**src/hw/rtl/i2cs_pkg.sv**
```systemverilog
// Shared types and constants for the I2C bus address scanner.
// No dependencies; imported by i2cs_engine and the top level.
`timescale 1ns / 1ps

package i2cs_pkg;

    localparam int unsigned CfgAddrW   = 2;
    localparam int unsigned CfgDataW   = 16;
    localparam int unsigned AddrW      = 7;
    localparam int unsigned TicksW     = 16;
    localparam int unsigned BusSelW    = 2;
    localparam int unsigned ByteW      = 8;
    localparam int unsigned InDataW    = 8;
    localparam int unsigned OutDataW   = 16;

    // register indexes on the configuration port
    localparam logic [CfgAddrW-1:0] REG_BUS_SELECT  = 2'd0;
    localparam logic [CfgAddrW-1:0] REG_PHASE_TICKS = 2'd1;
    localparam logic [CfgAddrW-1:0] REG_GAP_TICKS   = 2'd2;

    // bus selector codes
    localparam logic [BusSelW-1:0] BUS_ONE = 2'd1;
    localparam logic [BusSelW-1:0] BUS_TWO = 2'd2;

    localparam logic [BusSelW-1:0] BUS_SELECT_RESET  = BUS_ONE;
    localparam logic [TicksW-1:0]  PHASE_TICKS_RESET = 16'd25;
    localparam logic [TicksW-1:0]  GAP_TICKS_RESET   = 16'd250;

    localparam logic [AddrW-1:0] FIRST_ADDR = 7'd1;
    localparam logic [AddrW-1:0] LAST_ADDR  = 7'd127;

    typedef struct packed {
        logic [BusSelW-1:0] bus_select;
        logic [TicksW-1:0]  phase_ticks;
        logic [TicksW-1:0]  gap_ticks;
    } i2cs_cfg_t;

    typedef struct packed {
        logic             scan_done;
        logic [AddrW-1:0] found_address;
        logic             found_valid;
        logic             busy_res;
        logic             sda_bus2;
        logic             scl_bus2;
        logic             sda_bus1;
        logic             scl_bus1;
    } i2cs_result_t;

endpackage

```
**src/hw/rtl/i2c_bitbang_address_scanner_top.sv**
```systemverilog
// Top level of the bit-banged I2C address scanner: stream ports, configuration registers,
// input and result registers. Depends on i2cs_pkg and i2cs_engine.
//
//  channel  | ports                          | content
//  ---------+--------------------------------+---------------------------------------------
//  input    | s_tvalid s_tready s_tdata      | tdata[0] sda_in, tuser[0] req_type
//           | s_tuser                        | (0 = one tick, 1 = start a scan)
//  result   | m_tvalid m_tready m_tdata      | one result per input transfer
//  config   | cfg_we cfg_addr cfg_wdata      | 0 bus_select, 1 phase_ticks, 2 gap_ticks
//
// One transfer is taken every cycle unless the result side stalls; a result passes through the
// input register, then the sequencer step into the result register.
// The sequencer advances only when its item moves into the result register, so a stall on
// the result side holds both stages and drops s_tready once the input stage holds an item.
// aresetn is synchronous, active low; it idles the sequencer and loads the register defaults.
`timescale 1ns / 1ps

module i2c_bitbang_address_scanner_top
    import i2cs_pkg::*;
(
    input  logic                aclk,
    input  logic                aresetn,
    input  logic                s_tvalid,
    output logic                s_tready,
    input  logic [InDataW-1:0]  s_tdata,   // [0] sda_in, [7:1] zero
    input  logic                s_tuser,   // [0] req_type
    output logic                m_tvalid,
    input  logic                m_tready,
    // [0] scl_bus1, [1] sda_bus1, [2] scl_bus2, [3] sda_bus2, [4] busy_res,
    // [5] found_valid, [12:6] found_address, [13] scan_done, [15:14] zero
    output logic [OutDataW-1:0] m_tdata,
    input  logic                cfg_we,
    input  logic [CfgAddrW-1:0] cfg_addr,
    input  logic [CfgDataW-1:0] cfg_wdata
);

    localparam int unsigned ResW = $bits(i2cs_result_t);

    i2cs_cfg_t          cfg_reg;
    logic               in_valid_reg;
    logic               in_req_reg;
    logic               in_sda_reg;
    logic               out_valid_reg;
    logic [ResW-1:0]    out_data_reg;
    i2cs_result_t       step_result;
    logic               out_ready;
    logic               step_en;

    assign out_ready = !out_valid_reg || m_tready;
    assign step_en   = in_valid_reg && out_ready;
    assign s_tready  = !in_valid_reg || out_ready;

    always_ff @(posedge aclk) begin
        if (!aresetn) begin
            cfg_reg.bus_select  <= BUS_SELECT_RESET;
            cfg_reg.phase_ticks <= PHASE_TICKS_RESET;
            cfg_reg.gap_ticks   <= GAP_TICKS_RESET;
        end else if (cfg_we) begin
            unique case (cfg_addr)
                REG_BUS_SELECT:  cfg_reg.bus_select  <= cfg_wdata[BusSelW-1:0];
                REG_PHASE_TICKS: cfg_reg.phase_ticks <= cfg_wdata[TicksW-1:0];
                REG_GAP_TICKS:   cfg_reg.gap_ticks   <= cfg_wdata[TicksW-1:0];
                default: ;
            endcase
        end
    end

    // input stage
    always_ff @(posedge aclk) begin
        if (!aresetn) begin
            in_valid_reg <= 1'b0;
        end else if (s_tready) begin
            in_valid_reg <= s_tvalid;
        end
    end

    always_ff @(posedge aclk) begin
        if (s_tvalid && s_tready) begin
            in_req_reg <= s_tuser;
            in_sda_reg <= s_tdata[0];
        end
    end

    i2cs_engine u_engine (
        .aclk     (aclk),
        .aresetn  (aresetn),
        .step_en  (step_en),
        .req_type (in_req_reg),
        .sda_in   (in_sda_reg),
        .cfg      (cfg_reg),
        .result   (step_result)
    );

    // result stage
    always_ff @(posedge aclk) begin
        if (!aresetn) begin
            out_valid_reg <= 1'b0;
        end else if (out_ready) begin
            out_valid_reg <= in_valid_reg;
        end
    end

    always_ff @(posedge aclk) begin
        if (step_en) begin
            out_data_reg <= step_result;
        end
    end

    assign m_tvalid = out_valid_reg;
    assign m_tdata  = {{(OutDataW-ResW){1'b0}}, out_data_reg};

    // a found address comes only from a running scan and is never zero
    assert property (@(posedge aclk) disable iff (!aresetn)
        (m_tvalid && m_tdata[5]) |-> (m_tdata[4] && m_tdata[12:6] != '0))
        else $error("found result without a running scan or with address zero");

    // the end-of-scan pulse leaves the block idle and never coincides with a find
    assert property (@(posedge aclk) disable iff (!aresetn)
        (m_tvalid && m_tdata[13]) |-> (!m_tdata[4] && !m_tdata[5]))
        else $error("scan_done while still busy or with a find");

    // while bus 1 is selected, bus 2 stays released
    assert property (@(posedge aclk) disable iff (!aresetn)
        (m_tvalid && cfg_reg.bus_select == BUS_ONE) |-> (m_tdata[3:2] == 2'b11))
        else $error("bus 2 driven while bus 1 is selected");

    // a step happens only when an item sits in the input stage and leaves it
    assert property (@(posedge aclk) disable iff (!aresetn)
        step_en |=> out_valid_reg)
        else $error("sequencer stepped without producing a result");

endmodule

```
**src/hw/rtl/i2cs_engine.sv**
```systemverilog
// Probe sequencer for the I2C address scanner: phase state, tick counter, shift register.
// Depends on i2cs_pkg. Advances one step per transfer handed over by the top level.
`timescale 1ns / 1ps

module i2cs_engine
    import i2cs_pkg::*;
(
    input  logic         aclk,
    input  logic         aresetn,
    input  logic         step_en,
    input  logic         req_type,
    input  logic         sda_in,
    input  i2cs_cfg_t    cfg,
    output i2cs_result_t result
);

    typedef enum logic [3:0] {
        PH_IDLE, PH_START_A, PH_START_B, PH_BIT_LO, PH_BIT_HI,
        PH_ACK_LO, PH_ACK_HI, PH_STOP_LO, PH_STOP_HI, PH_GAP
    } phase_t;

    phase_t             phase_reg, phase_next;
    logic [TicksW-1:0]  wait_reg, wait_next;
    logic [3:0]         bit_count_reg, bit_count_next;
    logic [AddrW-1:0]   addr_reg, addr_next;
    logic [ByteW-1:0]   shift_reg, shift_next;
    logic               scl_reg, scl_next;
    logic               sda_reg, sda_next;

    logic [TicksW:0]    cnt;
    logic [TicksW:0]    len;
    logic               found;
    logic               done;
    logic [3:0]         bit_inc;

    assign cnt     = {1'b0, wait_reg} + {{TicksW{1'b0}}, 1'b1};
    assign bit_inc = bit_count_reg + 4'd1;

    always_comb begin
        priority if (phase_reg == PH_GAP) begin
            len = {1'b0, cfg.gap_ticks};
        end else if (cfg.phase_ticks == '0) begin
            len = {{TicksW{1'b0}}, 1'b1};
        end else begin
            len = {1'b0, cfg.phase_ticks};
        end
    end

    always_comb begin
        phase_next     = phase_reg;
        wait_next      = wait_reg;
        bit_count_next = bit_count_reg;
        addr_next      = addr_reg;
        shift_next     = shift_reg;
        scl_next       = scl_reg;
        sda_next       = sda_reg;
        found          = 1'b0;
        done           = 1'b0;

        if (req_type) begin
            if (phase_reg == PH_IDLE) begin
                addr_next      = FIRST_ADDR;
                shift_next     = {FIRST_ADDR, 1'b0};
                phase_next     = PH_START_A;
                scl_next       = 1'b1;
                sda_next       = 1'b1;
                wait_next      = '0;
                bit_count_next = '0;
            end
        end else if (phase_reg != PH_IDLE) begin
            if (cnt < len) begin
                wait_next = cnt[TicksW-1:0];
            end else begin
                wait_next = '0;
                unique case (phase_reg)
                    PH_START_A: begin
                        phase_next = PH_START_B;
                        sda_next   = 1'b0;
                    end
                    PH_START_B: begin
                        phase_next     = PH_BIT_LO;
                        scl_next       = 1'b0;
                        bit_count_next = '0;
                        sda_next       = shift_reg[ByteW-1];
                    end
                    PH_BIT_LO: begin
                        phase_next = PH_BIT_HI;
                        scl_next   = 1'b1;
                    end
                    PH_BIT_HI: begin
                        shift_next     = {shift_reg[ByteW-2:0], 1'b0};
                        bit_count_next = bit_inc;
                        scl_next       = 1'b0;
                        if (bit_inc >= 4'd8) begin
                            phase_next = PH_ACK_LO;
                            sda_next   = 1'b1;
                        end else begin
                            phase_next = PH_BIT_LO;
                            sda_next   = shift_reg[ByteW-2];
                        end
                    end
                    PH_ACK_LO: begin
                        phase_next = PH_ACK_HI;
                        scl_next   = 1'b1;
                    end
                    PH_ACK_HI: begin
                        // unused selector codes read the ack as high
                        found = (cfg.bus_select == BUS_ONE || cfg.bus_select == BUS_TWO)
                                && !sda_in;
                        phase_next = PH_STOP_LO;
                        scl_next   = 1'b0;
                        sda_next   = 1'b0;
                    end
                    PH_STOP_LO: begin
                        phase_next = PH_STOP_HI;
                        scl_next   = 1'b1;
                    end
                    PH_STOP_HI, PH_GAP: begin
                        sda_next = 1'b1;
                        if (phase_reg == PH_STOP_HI && cfg.gap_ticks != '0) begin
                            phase_next = PH_GAP;
                        end else begin
                            // end of probe: stop after the last address, else move on
                            scl_next = 1'b1;
                            if (addr_reg >= LAST_ADDR) begin
                                phase_next = PH_IDLE;
                                done       = 1'b1;
                            end else begin
                                addr_next      = addr_reg + 7'd1;
                                shift_next     = {addr_next, 1'b0};
                                phase_next     = PH_START_A;
                                bit_count_next = '0;
                            end
                        end
                    end
                    default: begin
                        phase_next = PH_IDLE;
                        scl_next   = 1'b1;
                        sda_next   = 1'b1;
                    end
                endcase
            end
        end
    end

    always_ff @(posedge aclk) begin
        if (!aresetn) begin
            phase_reg     <= PH_IDLE;
            wait_reg      <= '0;
            bit_count_reg <= '0;
            addr_reg      <= FIRST_ADDR;
            shift_reg     <= '0;
            scl_reg       <= 1'b1;
            sda_reg       <= 1'b1;
        end else if (step_en) begin
            phase_reg     <= phase_next;
            wait_reg      <= wait_next;
            bit_count_reg <= bit_count_next;
            addr_reg      <= addr_next;
            shift_reg     <= shift_next;
            scl_reg       <= scl_next;
            sda_reg       <= sda_next;
        end
    end

    always_comb begin
        result.scl_bus1      = (cfg.bus_select == BUS_ONE) ? scl_next : 1'b1;
        result.sda_bus1      = (cfg.bus_select == BUS_ONE) ? sda_next : 1'b1;
        result.scl_bus2      = (cfg.bus_select == BUS_TWO) ? scl_next : 1'b1;
        result.sda_bus2      = (cfg.bus_select == BUS_TWO) ? sda_next : 1'b1;
        result.busy_res      = (phase_next != PH_IDLE);
        result.found_valid   = found;
        result.found_address = found ? addr_reg : '0;
        result.scan_done     = done;
    end

endmodule

```
**config.mk**
```make
export PLATFORM = sky130hd
export DESIGN_NAME = i2c_bitbang_address_scanner_top
export DESIGN_NICKNAME = d
export VERILOG_FILES = /design/src/hw/rtl/i2cs_pkg.sv /design/src/hw/rtl/i2c_bitbang_address_scanner_top.sv /design/src/hw/rtl/i2cs_engine.sv
export SDC_FILE = /design/constraint.sdc
export NUM_CORES = 1
export LEC_CHECK = 0
export BUFFER_PORTS_ARGS = -buffer_cell sky130_fd_sc_hd__buf_4
export CORE_UTILIZATION = 40
export DETAILED_ROUTE_END_ITERATION = 6
export PLACE_DENSITY_LB_ADDON = 0.1
export SYNTH_ARGS = -nofsm -noshare
export SYNTH_HDL_FRONTEND = slang
export SYNTH_HIERARCHICAL = 1
export SYNTH_SLANG_ARGS = --single-unit
```
**constraint.sdc**
```tcl
create_clock -name aclk -period 7.5 [get_ports aclk]
set_input_delay 2.25 -clock aclk [delete_from_list [all_inputs] [get_ports aclk]]
set_output_delay 2.25 -clock aclk [all_outputs]
set_load 0.01 [all_outputs]
```
==> flow_results.org, run 1 <==
** Finish
- 0 antenna diodes ended up in the layout.
- Once layout is complete, the utilization of the core stands at 46.4%.
- Max FFs per register :: 34
- From synthesis to final layout, the design area changed by 11.8%.
- The net count of the finished layout is 653.
- The post-route netlist has 12.5% of its cells at a drive strength greater than 1.

** Worst setup path
- In this run the worst path has a maximum fanout of 2.
- Critical path type :: input pin to output port
- In this run the critical register-to-register path is captured at u_engine/wait_reg[13].
- CP dominant cell by count :: buf_4
- Required time of the critical path :: 5.25 ns
- In this run the critical register-to-register path is launched from u_engine/phase_reg[0].
- Critical Path Start Type :: input pin
- Max incr delay on CP :: 0.16 ns
- STA puts the critical path data arrival time at 2.68 ns.
- Worst path bufs/invs :: 2
- Walking the worst path, the cells encountered are buf_4 -> nand3b_1 -> buf_4.
- The number of cells on the worst reg-to-reg path is 10.
- Register-to-register setup slack :: 2.66 ns
- On the critical path, the stage with the largest delay is an instance of nand3b_1.
- Family of cells with the greatest summed delay on the critical path :: buffers and inverters
- STA classifies the critical path endpoint as an output port.

** Floorplanning
- Die height :: 117 um
- Row generation in the floorplan step produced 41 rows.
- The die is 117 um wide.
- Starting Density :: 41.5%
- Count of boundary I/O pins :: 50
- The die covers 13700 sq um.
- The region available for standard cell placement spans 12800 sq um.

** Logic synthesis
- For this run, the number of Yosys warnings is 6.
- Main flop type after synthesis :: dfxtp_1
- Synth Instances :: 587
- Count of different cell masters after synthesis :: 69
- Sequential share of the synthesized area :: 37.8%
- The synthesized design contains 92 register bits.
- Post-synth EDFFs :: 16
- Mean post-synth cell area :: 9.03 sq um
- Async SR Flop Fraction :: 0%
- Post-synthesis instance area :: 5300 sq um

** Drt
- After the first detailed-routing iteration, the DRC count stood at 240.
- After detailed routing, the number of remaining DRC violations is 0.
- Wires add up to 12300 um.
- The count of nets left with antenna violations once routing finished came out at 0.
- The detailed router placed 4311 vias in this run.
- For this run, the detailed router's first-pass iteration total came to 5.
- In the routed layout, each cell is associated on average with a via count of 5.54.
- Wire length per cell :: 15.8 um

** Global route
- Overflow after GRT :: 0
- The initial antenna violation count is 0.
- Pin count of the biggest net entering global routing :: 68
- GRT Util Overall :: 18.8%
- Global-route wire length before repair :: 19700 um
- Number of global-route vias before repair :: 3965

** Pwr
- IR analysis of the VDD net gives a maximum drop of 104 uV.
- Power spread over the standard cell area amounts to 186 nW/um^2.
- In this run the static leakage power is 2.34 nW.

** Outcome
- The run finished with clean final reports.

** Flow run
- Maximum capacitance violations :: 0

** Worst hold path
- Critical hold path startpoint :: u_engine/shift_reg[3]
- Hold path endpoint :: u_engine/shift_reg[3]
- In this run the worst hold path is classified as flip-flop to flip-flop.
- Cell count of the worst hold path :: 2

** Placement
- The HPWL after detailed placement is 8610 um.
- Port buffering added 40 buffers.
- Gpl congestion :: 0.853

** STA
- The hold violation total from the final report came to 0.
- Final number of max-transition violations :: 0
- Setup violations remaining at the end of the flow were counted as 0.
- Unrepaired setup endpoints after global routing :: no
- In this run the tightest slew margin relative to its limit is 25.5%.
- Derived from the worst setup path, the maximum achievable clock frequency is 203 MHz.
- Fin Clk Skew :: 0.0108 ns
- The final critical path takes up 65.7% of the cycle.
- At the pin with the least slew margin, the transition time is 1.12 ns.
- After layout, the minimum clock period comes to 4.93 ns.
- TNS Setup :: 0 ns

** Clocking
- Buffers inserted to repair hold after CTS numbered 0.
- Post-cts repair resize count :: 0
- TritonCTS built the clock tree.
- Post-CTS timing repair inserted 0 buffers for setup.
- The H-tree generated during clock tree synthesis spans 3 levels.
- Clock-pin slew was measured on the worst setup and hold paths at 0.06 ns.
- Counting the buffers created by CTS gives 9.
- CTS saw 92 sinks.
- Clock tree buffer depth :: 2
- Root Driver :: clkbuf_16
- Clock latency reported for the late side of the worst-skew pair :: 0.35 ns
## stage by stage
stage | setup slack [ns] | cell area [sq um] | power, W | hold WS [ns] | instances
6_report | 2.57 | 5930 | 0.00110 | 0.454 | 778
5_1_grt | 2.12 | 5930 | 0.00115 | 0.465 | 778
4_1_cts | 2.57 | 5930 | 0.00112 | 0.455 | 778
3_5_place_dp | 2.58 | 5600 | 0.000618 | 0.447 | 762
3_3_place_gp | 2.58 | 5600 | 0.000616 | 0.442 | 762
2_1_floorplan | 2.81 | 5300 | 0.000590 | 0.433 | 588
## cell families after synthesis
family,Yosys count,share of synthesized area (%)
buffers and inverters,57,5.78
xor gates and xnor gates,24,3.97
adders and majority gates,20,4.72
other,1,0.0708
and+or+nand+nor,224,22.5
DFF,92,37.8
AOI/OAI and AO/OA,118,15.6
muxes,51,9.63
## routing by layer
layer	GRT usage (%)	routed length, um	share of wire, %
met1	25.9	6040	49
met2	29.2	5610	46
met3	4.02	449	3.6
met4	6.67	201	1.6
met5	0	0	0
## cell type report
| cell class | count | area (sq um) |
|---|---|---|
| timing repair buffer | 43 | 323 |
| tap | 172 | 215 |
| clock inverter | 5 | 82.6 |
| multi-input combinational | 439 | 3000 |
| clock buffer | 11 | 243 |
| sequential | 92 | 2000 |
| fill | 1244 | 6850 |
| inverter | 16 | 62.6 |
## power by group
part	leakage, nW	switching (W)	internal [W]
Combinational	1.43	0.0000489	0.0000344
Sequential	0.755	0.00000957	0.000513
Clock	0.160	0.000196	0.000303
Total	2.34	0.000255	0.000850
## cell usage after synthesis, drive strengths merged (5+ instances only)
cell type	number	area [sq um]
ha	20	250
o21ai	19	98.8
inv	16	62.6
a32oi	8	70.1
xor2	12	105
a21oi	27	139
a31oi	5	31.3
mux2i	51	510
nor3	5	35.0
nor4	14	109
nand3	13	65.1
nor2	40	150
a211oi	6	45.0
and3	9	56.3
clkbuf	22	82.6
edfxtp	16	480
and2	9	56.3
xnor2	12	105
dfxtp	76	1520
nand2	76	285
buf	19	161
o211ai	11	82.6
a22oi	14	105
nand4	10	62.6
nor2b	17	106
or3	7	43.8
## cells in the final DEF (no fill, tap or decap), types with 8 or more instances in the layout
| cell type | netlist | final |
|---|---|---|
| a21oi_1 | 26 | 26 |
| a22oi_1 | 14 | 14 |
| a32oi_1 | 8 | 8 |
| and2_1 | 9 | 9 |
| and3_1 | 9 | 9 |
| buf_4 | 6 | 43 |
| clkbuf_16 | 0 | 9 |
| dfxtp_1 | 76 | 76 |
| edfxtp_1 | 16 | 16 |
| ha_1 | 20 | 20 |
| inv_1 | 15 | 15 |
| mux2i_1 | 51 | 51 |
| nand2_1 | 76 | 76 |
| nand3_1 | 13 | 13 |
| nand4_1 | 10 | 10 |
| nor2_1 | 40 | 40 |
| nor2b_1 | 17 | 16 |
| nor4_1 | 12 | 12 |
| o211ai_1 | 11 | 11 |
| o21ai_0 | 15 | 15 |
| xnor2_1 | 12 | 12 |
| xor2_1 | 12 | 12 |
## worst register-to-register path: cells and delay by family, from the launching register on
kind            cells  cell delay (ns)
flops               1             0.63
compound gates      2             0.36
fa+ha+maj           1             0.31
mux                 1             0.48
simple gates        6             2.99
## how the worst max path moves through the flow
stage | from | end | slack [ns] | cells after the start
floorplan | m_tready | s_tready | 2.81 | 1
global placement | m_tready | s_tready | 2.58 | 3
detailed placement | m_tready | s_tready | 2.58 | 3
CTS | m_tready | s_tready | 2.57 | 3
global route | u_engine/phase_reg[0] | u_engine/wait_reg[13] | 2.12 | 10
finish | m_tready | s_tready | 2.57 | 3
Note: power is estimated with default switching activity, not from simulation.
==> run 2: changes to the inputs <==
--- a/config.mk
+++ b/config.mk
@@ -5,6 +5,7 @@
 export SDC_FILE = /design/constraint.sdc
 export NUM_CORES = 1
 export LEC_CHECK = 0
+export ABC_AREA = 1
 export BUFFER_PORTS_ARGS = -buffer_cell sky130_fd_sc_hd__buf_4
 export CORE_UTILIZATION = 40
 export DETAILED_ROUTE_END_ITERATION = 6
==> constraint.sdc (replaced) <==
create_clock -name aclk -period 4.3 [get_ports aclk]
set_input_delay 1.29 -clock aclk [delete_from_list [all_inputs] [get_ports aclk]]
set_output_delay 1.29 -clock aclk [all_outputs]
set_load 0.01 [all_outputs]
==> run 2 against run 1 <==
Effect of this change:
- clock-buffer cell count increased by 1
- flip-flop and latch count is the same
- clock skew down 0.0035 ns
- setup slack worse by 1.7 ns
- cell count is 27% higher
- synthesized cell count grew 33%
- critical path depth grew 14
- largest power group unchanged
==> flow_results.org, run 2 <==
** Outcome
- The flow ran to the end, and the final reports show no timing, DRC or antenna violations.

** Pwr
- The switching power was 0.000512 W (+100%).
- The portion of total power attributed to the clock network was 39.1% (-6.1 points).
- Pwr Total :: 0.00193 W (+74%)
- The sequential group share of total power came to 48.3% (+1.0 points).
- The worst vdd rail ir drop came to 193 uV (+86%).
- Lkg Pwr :: 2.79 nW (+19%)
- Switching power as a share of total power :: 26.6% (+3.5 points)
- The power share of the combinational group is 12.6% (+5.1 points).
- The total power divided by cell area is 323 nW/um^2 (+73%).
- Cell internal power dissipation :: 0.00141 W (+67%)

** Finish
- Area Growth Syn to Fin :: 12.3%
- Most common library cell in the layout ignoring fill and taps :: nand2_1
- Max FFs per register :: 34 (unchanged)
- Commonest cells after routing, fill and taps aside :: 215 x nand2_1, 119 x nor2_1, 100 x inv_1
- Final layout net count :: 861 (+32%)
- Fraction of layout cells with a size suffix above 1 :: 11.3% (-1.2 points)
- The number of inserted diodes came to 0 (unchanged).

** Clocking
- Hold_buf cts :: 0 (unchanged)
- The number of buffers inserted during clock tree synthesis came to 9 (unchanged).
- Clock tree buffer depth :: 2 (unchanged)
- The number of sinks driven by the clock tree came to 92 (unchanged).
- The later-pin clock latency in the skew report came to 0.35 ns (about the same).
- The setup fix buffers added after clock tree synthesis came to 0 (unchanged).
- Root Driver :: clkbuf_16
- Clock transition time at the flip-flop clock pins of the worst setup and hold paths :: 0.06 ns (about the same)
- TritonCTS built the clock tree.
- Post-cts repair resize count :: 0 (unchanged)
- H-tree lvl count :: 3 (unchanged)

** Logic synthesis
- The area fraction in and, or, nand and nor cells after synthesis is 35.8% (+13 points).
- The commonest cells after synthesis are 215 x nand2_1, 119 x nor2_1, 100 x inv_1, 76 x dfxtp_1, 52 x a21oi_1.
- In the synthesized netlist the dominant register cell turns out to be dfxtp_1.
- Count of different cell masters after synthesis :: 35 (-49%)
- The adder and majority gate portion of the synthesized area was 4.71% (-0.0078 points).
- The mux cell area share after synthesis is 0% (-9.6 points).
- The number of flops mapped to enable cells by yosys came to 16 (unchanged).
- The share of async-settable or async-resettable flops after synthesis came to 0% (unchanged).
- Mean post-synth cell area :: 6.79 sq um (-25%)
- The post-synthesis share of cell area spent on xor and xnor gates came to 2.14% (-1.8 points).
- The area share of the largest cell type after synthesis was 28.7% (-0.047 points).
- Compound-gate portion of the synthesized area :: 8.44% (-7.2 points)
- Synth Instances :: 782 (+33%)
- FF+latch count, synth :: 92 (unchanged)
- Ranked by total cell area, the synthesized netlist is headed by dfxtp_1 29%, nand2_1 15%, edfxtp_1 9.1%, nor2_1 8.4%, inv_1 7.1%.
- Count leader, synth :: nand2_1
- dfxtp_1 takes more of the synthesized area than any other cell.
- Main combinational cell family by area after synthesis :: simple AND/OR/NAND/NOR gates
- The Yosys warning count is 6 (unchanged).
- Sequential share of the synthesized area :: 37.7% (-0.062 points)
- Post-synthesis instance area :: 5310 sq um (+0.17%)

** Floorplanning
- The vertical die dimension came to 117 um (about the same).
- The die area is 13700 sq um (+0.16%).
- Count of boundary I/O pins :: 50 (unchanged)
- The number of standard-cell rows in the floorplan was 41 (unchanged).
- Placeable core region :: 12800 sq um (unchanged)
- Starting Density :: 41.6% (+0.069 points)
- The die boundary width was 117 um (about the same).

** STA
- Timing would allow up to 292 MHz.
- Slew headroom :: 18.5% (-7.0 points)
- The final setup skew is 0.00724 ns (-0.00353 ns).
- Final hold violation count :: 0 (unchanged)
- The transition at the pin with the smallest max-transition slack came to 1.22 ns (+0.105 ns).
- Worst setup slack after layout :: 0.876 ns (-1.70 ns)
- The final critical path takes up 79.6% of the cycle.
- The final-report max-slew violation count came to 0 (unchanged).
- TNS Setup :: 0 ns (unchanged)
- Min Clock Period, post-route :: 3.42 ns
- Unrepaired setup endpoints after global routing :: no
- Number of setup violations in the final report :: 0 (unchanged)

** Drt
- The ratio of routed vias to standard cells is 4.81 (-13%).
- Number of iterations in the first detailed-routing pass :: 4 (-1)
- The total DRC errors in the routed layout came to 0 (unchanged).
- The detailed-route wire length is 11800 um (-4.1%).
- The average routed wire per standard cell came to 12.0 um (-24%).
- The final antenna-violating net count was 0 (unchanged).
- The initial detailed-routing violation count is 301 (+25%).
- Total via count in the routed design :: 4743 (+10%)

** Placement
- Gpl congestion :: 0.857 (+0.48%)
- The post-place setup slack came to 0.915 ns (-1.66 ns).
- Half-perimeter wire length after placement :: 8670 um (+0.72%)
- The number of buffers added on ports is 40 (unchanged).

** Worst setup path
- Endpoint arrival time on the critical path :: 3.53 ns (+0.85 ns)
- The cell depth of the worst flop-to-flop path is 17 (+7).
- CP dominant cell by count :: nand2_1
- Crit path depth :: 17 (+14)
- The critical path's largest stage delay was 0.37 ns (+0.21 ns).
- The worst setup path is launched from a flip-flop.
- STA classifies the critical path endpoint as a flip-flop.
- The largest individual stage delay along the critical path comes from the cell dfxtp_1.
- The count of buffering cells on the critical path with inverters included came to 1 (-1).
- Critical path type :: flip-flop to flip-flop
- Sequence of cells on the critical path :: nor2_2 -> nand2_1 -> nor2_2 -> buf_4 -> o21ai_0 -> ha_1 -> nand2_1 -> nor4_1 -> nand2_1 -> nand2_2 -> nand2_4 -> nand2_1 -> nand2_1 -> nand2_1 -> nand3_1 -> nand2_1 -> nand2_1
- The critical-path maximum fanout came to 31 (+29).
- Required time of the critical path :: 4.40 ns (-0.85 ns)
- Grouping stages by cell kind, the critical path spends the most delay in simple AND/OR/NAND/NOR gates.

** Global route
- The initial antenna violation count is 0 (unchanged).
- Overflow after GRT :: 0 (unchanged)
- Pin count of the biggest net entering global routing :: 39 (-43%)
- Global-route wire length before repair :: 19800 um (+0.53%)
- The via count of the first global-routing pass came to 4366 (+10%).
- The global-route total usage across every layer came to 18.7% (-0.12 points).

** Worst hold path
- Hold Crit Class :: flip-flop to flip-flop
- Cell count of the worst hold path :: 2 (unchanged)

** Flow run
- The number of max-cap violations was 0 (unchanged).
## run 2: cell types whose count changed in the layout (fill, tap and decap cells not counted), sizes merged, moves of 17 or more
| cell | delta |
|---|---|
| mux2i | -51 |
| nand3 | +41 |
| a21oi | +26 |
| nor2 | +89 |
| inv | +88 |
| nor2b | -17 |
| nand2 | +143 |
## run 2: power groups by stage
stage | Clock (W) | Combinational (W) | Sequential [W]
after floorplan | 0 | 0.000181 | 0.000944
after global placement | 0 | 0.000240 | 0.000949
after detailed placement | 0 | 0.000244 | 0.000949
after CTS | 0.000779 | 0.000246 | 0.000930
after global routing | 0.000817 | 0.000281 | 0.000934
final | 0.000754 | 0.000243 | 0.000930
## run 2: kinds of logic after synthesis
logic type | Yosys count
flip-flops | 92
other | 1
AND/OR/NAND/NOR | 433
AO/OA/AOI/OAI | 87
buffers and inverters | 136
adder cells (fa/ha/maj) | 20
XOR/XNOR | 13
## run 2: final timing paths
check                                      startpoint                    end  slack, ns
worst max-delay path            u_engine/phase_reg[2]        out_data_reg[1]       0.88
worst min-delay path            u_engine/wait_reg[14]  u_engine/wait_reg[14]       0.47
worst max register to register  u_engine/phase_reg[2]        out_data_reg[1]       0.88
worst min register to register  u_engine/wait_reg[14]  u_engine/wait_reg[14]       0.47
## run 2: area by class of cell
type / instances / area, sq um
Timing Repair Buffer: 45 / 338
Clock inverter: 4 / 25.0
Multi-Input combinational cell: 555 / 2730
Sequential cell: 92 / 2000
Fill cell: 1312 / 6810
Clock buffer: 12 / 256
Tap cell: 172 / 215
Inverter: 106 / 398
## run 2: worst reg2reg max path: cells and delay by family, from the launching register on
family / cells / cell delay, ns
AOI/OAI and AO/OA: 1 / 0.19
adders and majority gates: 1 / 0.33
buffers and inverters: 1 / 0.29
DFF: 1 / 0.37
and+or+nand+nor: 14 / 2.01
## run 2: stage by stage
step                      hold WS [ns]  std cells  utilization, %  instance area [sq um]
after floorplan                  0.439        783               -                   5310
after global placement           0.455        970            44.5                   5680
after detailed placement         0.458        970            44.5                   5680
final                            0.466        986            46.7                   5960
after CTS                        0.468        986            46.7                   5960
after global routing             0.489        986            46.7                   5960
## run 2: routing by layer
layer	part of all wire (%)	GRT usage (%)	vias to the layer above
li1	-	-	2513
met1	44	21.9	2140
met2	50	33.6	79
met3	3.6	3.55	11
met4	1.6	7.17	0
met5	0	0	-
==> run 3: changes to the inputs <==
==> constraint.sdc (replaced) <==
create_clock -name aclk -period 2.9 [get_ports aclk]
set_input_delay 0.87 -clock aclk [delete_from_list [all_inputs] [get_ports aclk]]
set_output_delay 0.87 -clock aclk [all_outputs]
set_load 0.01 [all_outputs]
==> run 3 against run 2 <==
Effect of this change:
- the flow now finishes with violations (setup timing)
- clock-buffer cell count unchanged
- via count up 6.3%
- clock skew grew 0.00058 ns
- critical path depth increased by 4
- flip-flop and latch count unchanged
- first-iteration DRC count decreased by 22%
- maximum frequency increased by 15%
==> flow_results.org, run 3 (same netlist as run 2, synthesis figures left out) <==
** Drt
- Number of DRC markers in iteration 0 :: 236 (-22%)
- The ratio of routed vias to standard cells was 4.84 (+0.57%).
- The overall via count from detail_route is 5041 (+6.3%).
- Post-detailed-routing wire length :: 13200 um (+12%)
- The average routed wire per standard cell is 12.7 um (+5.9%).
- The final antenna-violating net count came to 0 (unchanged).
- The total DRC errors in the routed layout is 0 (unchanged).
- Number of iterations in the first detailed-routing pass :: 4 (unchanged)

** Pwr
- Switching power as a share of total power :: 27.3% (+0.75 points)
- Clock Power Share :: 38.1% (-1.0 points)
- Cell internal power dissipation :: 0.00214 W (+51%)
- Sw Pwr :: 0.000803 W (+57%)
- Worst supply voltage drop on vdd :: 278 uV (+44%)
- The sequential group share of total power is 46.7% (-1.6 points).
- The power share of the combinational group was 15.2% (+2.6 points).
- Power per cell area :: 431 nW/um^2 (+33%)
- Lkg Pwr :: 3.17 nW (+14%)

** Finish
- Area of combinational cells with multiple inputs :: 3090 sq um (+13%)
- Utilization of the core after routing :: 53.4% (+6.7 points)
- Leaving out fill and tap cells, the most frequent cell in the layout is nand2_1.
- The final design area excluding fillers is 6820 sq um (+14%).
- Leaving out fill and tap cells, the most frequent cells in the layout are 199 x nand2_1, 112 x nor2_1, 96 x inv_1.
- Filler instances :: 1242 (-5.3%)
- Relative to the synthesized area, the layout overhead comes to 28.4%.
- The number of inserted diodes came to 0 (unchanged).
- The flip-flop and latch area was 2010 sq um (+0.31%).
- The share of final-layout standard cells stronger than drive strength 1 was 23.8% (+12 points).
- Max FFs per register :: 34 (unchanged)
- Number of standard cells in the layout, taps in and fillers out :: 1042 (+5.7%)
- Final layout net count :: 918 (+6.6%)

** Clocking
- The number of sinks driven by the clock tree is 92 (unchanged).
- Clock tree buffer depth :: 2 (unchanged)
- The H-tree depth reported by CTS came to 3 (unchanged).
- The number of buffers inserted for hold repair after clock tree synthesis is 0 (unchanged).
- The number of buffers inserted during clock tree synthesis was 9 (unchanged).
- The later-pin clock latency in the skew report came to 0.35 ns (about the same).
- Clock tree from TritonCTS :: built
- The clock-pin slew on the worst setup and hold paths is 0.07 ns (about the same).
- Root Driver :: clkbuf_16

** Placement
- The placed wire-length estimate after detailed placement came to 9000 um (+3.7%).
- The weighted congestion at the end of routability-driven global placement was 0.831 (-3.0%).
- Placed insts :: 1005 (+3.6%)
- The number of buffers added on ports is 40 (unchanged).
- The post-detailed-placement cell area came to 5960 sq um (+5.0%).

** Global route
- Number of global-route vias before repair :: 4565 (+4.6%)
- The maximum number of pins on one net before global-route repair was 38 (-2.6%).
- Initial antenna violation count :: 0 (unchanged)
- The global-route wire length before repair is 21100 um (+6.4%).
- The global-route total usage across every layer came to 19.9% (+1.2 points).
- The total grt overflow was 0 (unchanged).

** STA
- Final critical-path share of the clock period :: 102% (+23 points)
- Final number of max-transition violations :: 0 (unchanged)
- Unrepaired setup endpoints after global routing :: yes
- The transition at the pin with the smallest max-transition slack is 0.589 ns (-0.633 ns).
- Slew headroom :: 60.7% (+42 points)
- Final hold violation count :: 0 (unchanged)
- Fin Clk Skew :: 0.00782 ns (+0.000577 ns)
- The maximum clock rate came to 336 MHz (+15%).
- Min Clock Period, post-route :: 2.97 ns (-0.452 ns)
- The final setup violation count was 29 (+29).
- The setup slack after layout is -0.0725 ns (-0.948 ns).

** Worst setup path
- Required time of the critical path :: 3.00 ns (-1.40 ns)
- Critical Path Start Type :: flip-flop
- Endpoint arrival time on the critical path :: 3.08 ns (-0.45 ns)
- Critical path type :: flip-flop to flip-flop
- The worst setup path is captured at a flip-flop.
- Sequence of cells on the critical path :: nand2_2 -> nor2_4 -> nand2_2 -> nor2_4 -> inv_2 -> nor3_4 -> buf_4 -> xor2_1 -> ha_1 -> a21oi_1 -> o21ai_1 -> nand3_1 -> nand3_2 -> nor2_4 -> buf_12 -> nand2_8 -> nand2_1 -> nand3_2 -> nand2_1 -> nor2_1 -> nand2_1
- Worst path bufs/invs :: 3 (+2)
- The critical path's largest stage delay came to 0.37 ns (about the same).
- Largest fanout on the critical path :: 8 (-74%)
- The slowest stage of the critical path is the dfxtp_4 cell.
- Family of cells with the greatest summed delay on the critical path :: simple AND/OR/NAND/NOR gates

** Floorplanning
- The die boundary width was 117 um (unchanged).
- The starting utilization of the core area is 41.6% (unchanged).
- The die area came to 13700 sq um (unchanged).
- The vertical die dimension is 117 um (unchanged).
- The core footprint came to 12800 sq um (unchanged).
- The number of standard-cell rows in the floorplan came to 41 (unchanged).
- The number of primary I/O pins was 50 (unchanged).

** Outcome
- Violated checks :: setup timing
- Status :: complete, but fails checks

** Flow run
- Maximum capacitance violations :: 0 (unchanged)

** Worst hold path
- Hold Crit Class :: flip-flop to flip-flop
run 3: changes by cell type in the layout (fill, tap and decap cells not counted), sizes merged:
cell    previous run  this run
nand3             54        55
clkinv             3         1
buf               45       100
nor2             129       130
inv              105       106
run 3: final cells by class:
| cell class | instances | share of cell area (%) |
|---|---|---|
| multi-input cells | 557 | 45.4 |
| flip-flops and latches | 92 | 29.5 |
| repair buffers | 100 | 12.1 |
| inverters | 106 | 5.84 |
| clock buffers | 12 | 3.76 |
| well taps | 172 | 3.16 |
| clock inverters | 3 | 0.312 |
run 3: metrics by stage:
stage,setup TNS [ns],hold WS [ns],setup slack [ns],power (W)
after floorplan,0,0.439,0.0223,0.00167
after global placement,-4.03,0.452,-0.160,0.00178
after detailed placement,-5.43,0.460,-0.191,0.00179
after CTS,-0.453,0.470,-0.0459,0.00295
after global routing,-8.95,0.483,-0.224,0.00309
final,-0.748,0.471,-0.0725,0.00294
run 3: worst reg2reg max path: stages (launching register included):
cell and delay [ns]:
dfxtp_4 0.37, nand2_2 0.07, nor2_4 0.13, nand2_2 0.09, nor2_4 0.13, inv_2 0.07, nor3_4 0.16, buf_4 0.14
xor2_1 0.23, ha_1 0.21, a21oi_1 0.07, o21ai_1 0.14, nand3_1 0.11, nand3_2 0.12, nor2_4 0.06, buf_12 0.15
nand2_8 0.11, nand2_1 0.08, nand3_2 0.08, nand2_1 0.05, nor2_1 0.10, nand2_1 0.06
run 3: worst paths after layout:
check | endpoint | cells after the start | slack, ns | start
worst max-delay path | out_data_reg[4] | 21 | -0.07 | u_engine/wait_reg[1]
worst min-delay path | u_engine/wait_reg[15] | 2 | 0.47 | u_engine/wait_reg[15]
worst max register to register | out_data_reg[4] | 21 | -0.07 | u_engine/wait_reg[1]
worst min register to register | u_engine/wait_reg[15] | 2 | 0.47 | u_engine/wait_reg[15]
run 3: layer usage:
layer / global-route usage [%] / vias to the layer above / wire (um)
met5: 0 / - / 0
met3: 4.22 / 22 / 402
met1: 24.1 / 2297 / 6030
met4: 8.10 / 0 / 317
li1: - / 2638 / -
met2: 34.2 / 84 / 6460
run 3: power groups by stage:
| stage | Sequential (W) | Clock, W | Combinational [W] |
|---|---|---|---|
| finish | 0.00137 | 0.00112 | 0.000448 |
| global route | 0.00138 | 0.00121 | 0.000500 |
| CTS | 0.00137 | 0.00115 | 0.000429 |
| detailed placement | 0.00140 | 0 | 0.000389 |
| global placement | 0.00140 | 0 | 0.000384 |
| floorplan | 0.00140 | 0 | 0.000269 |
run 3: what timing repair did:
| action | CTS | global route |
|---|---|---|
| setup endpoints to repair | 53 | 54 |
| gates resized for setup | 50 | 34 |
| pin swaps | 40 | 26 |
| gates cloned | 3 | 0 |
| setup buffers | 16 | 3 |
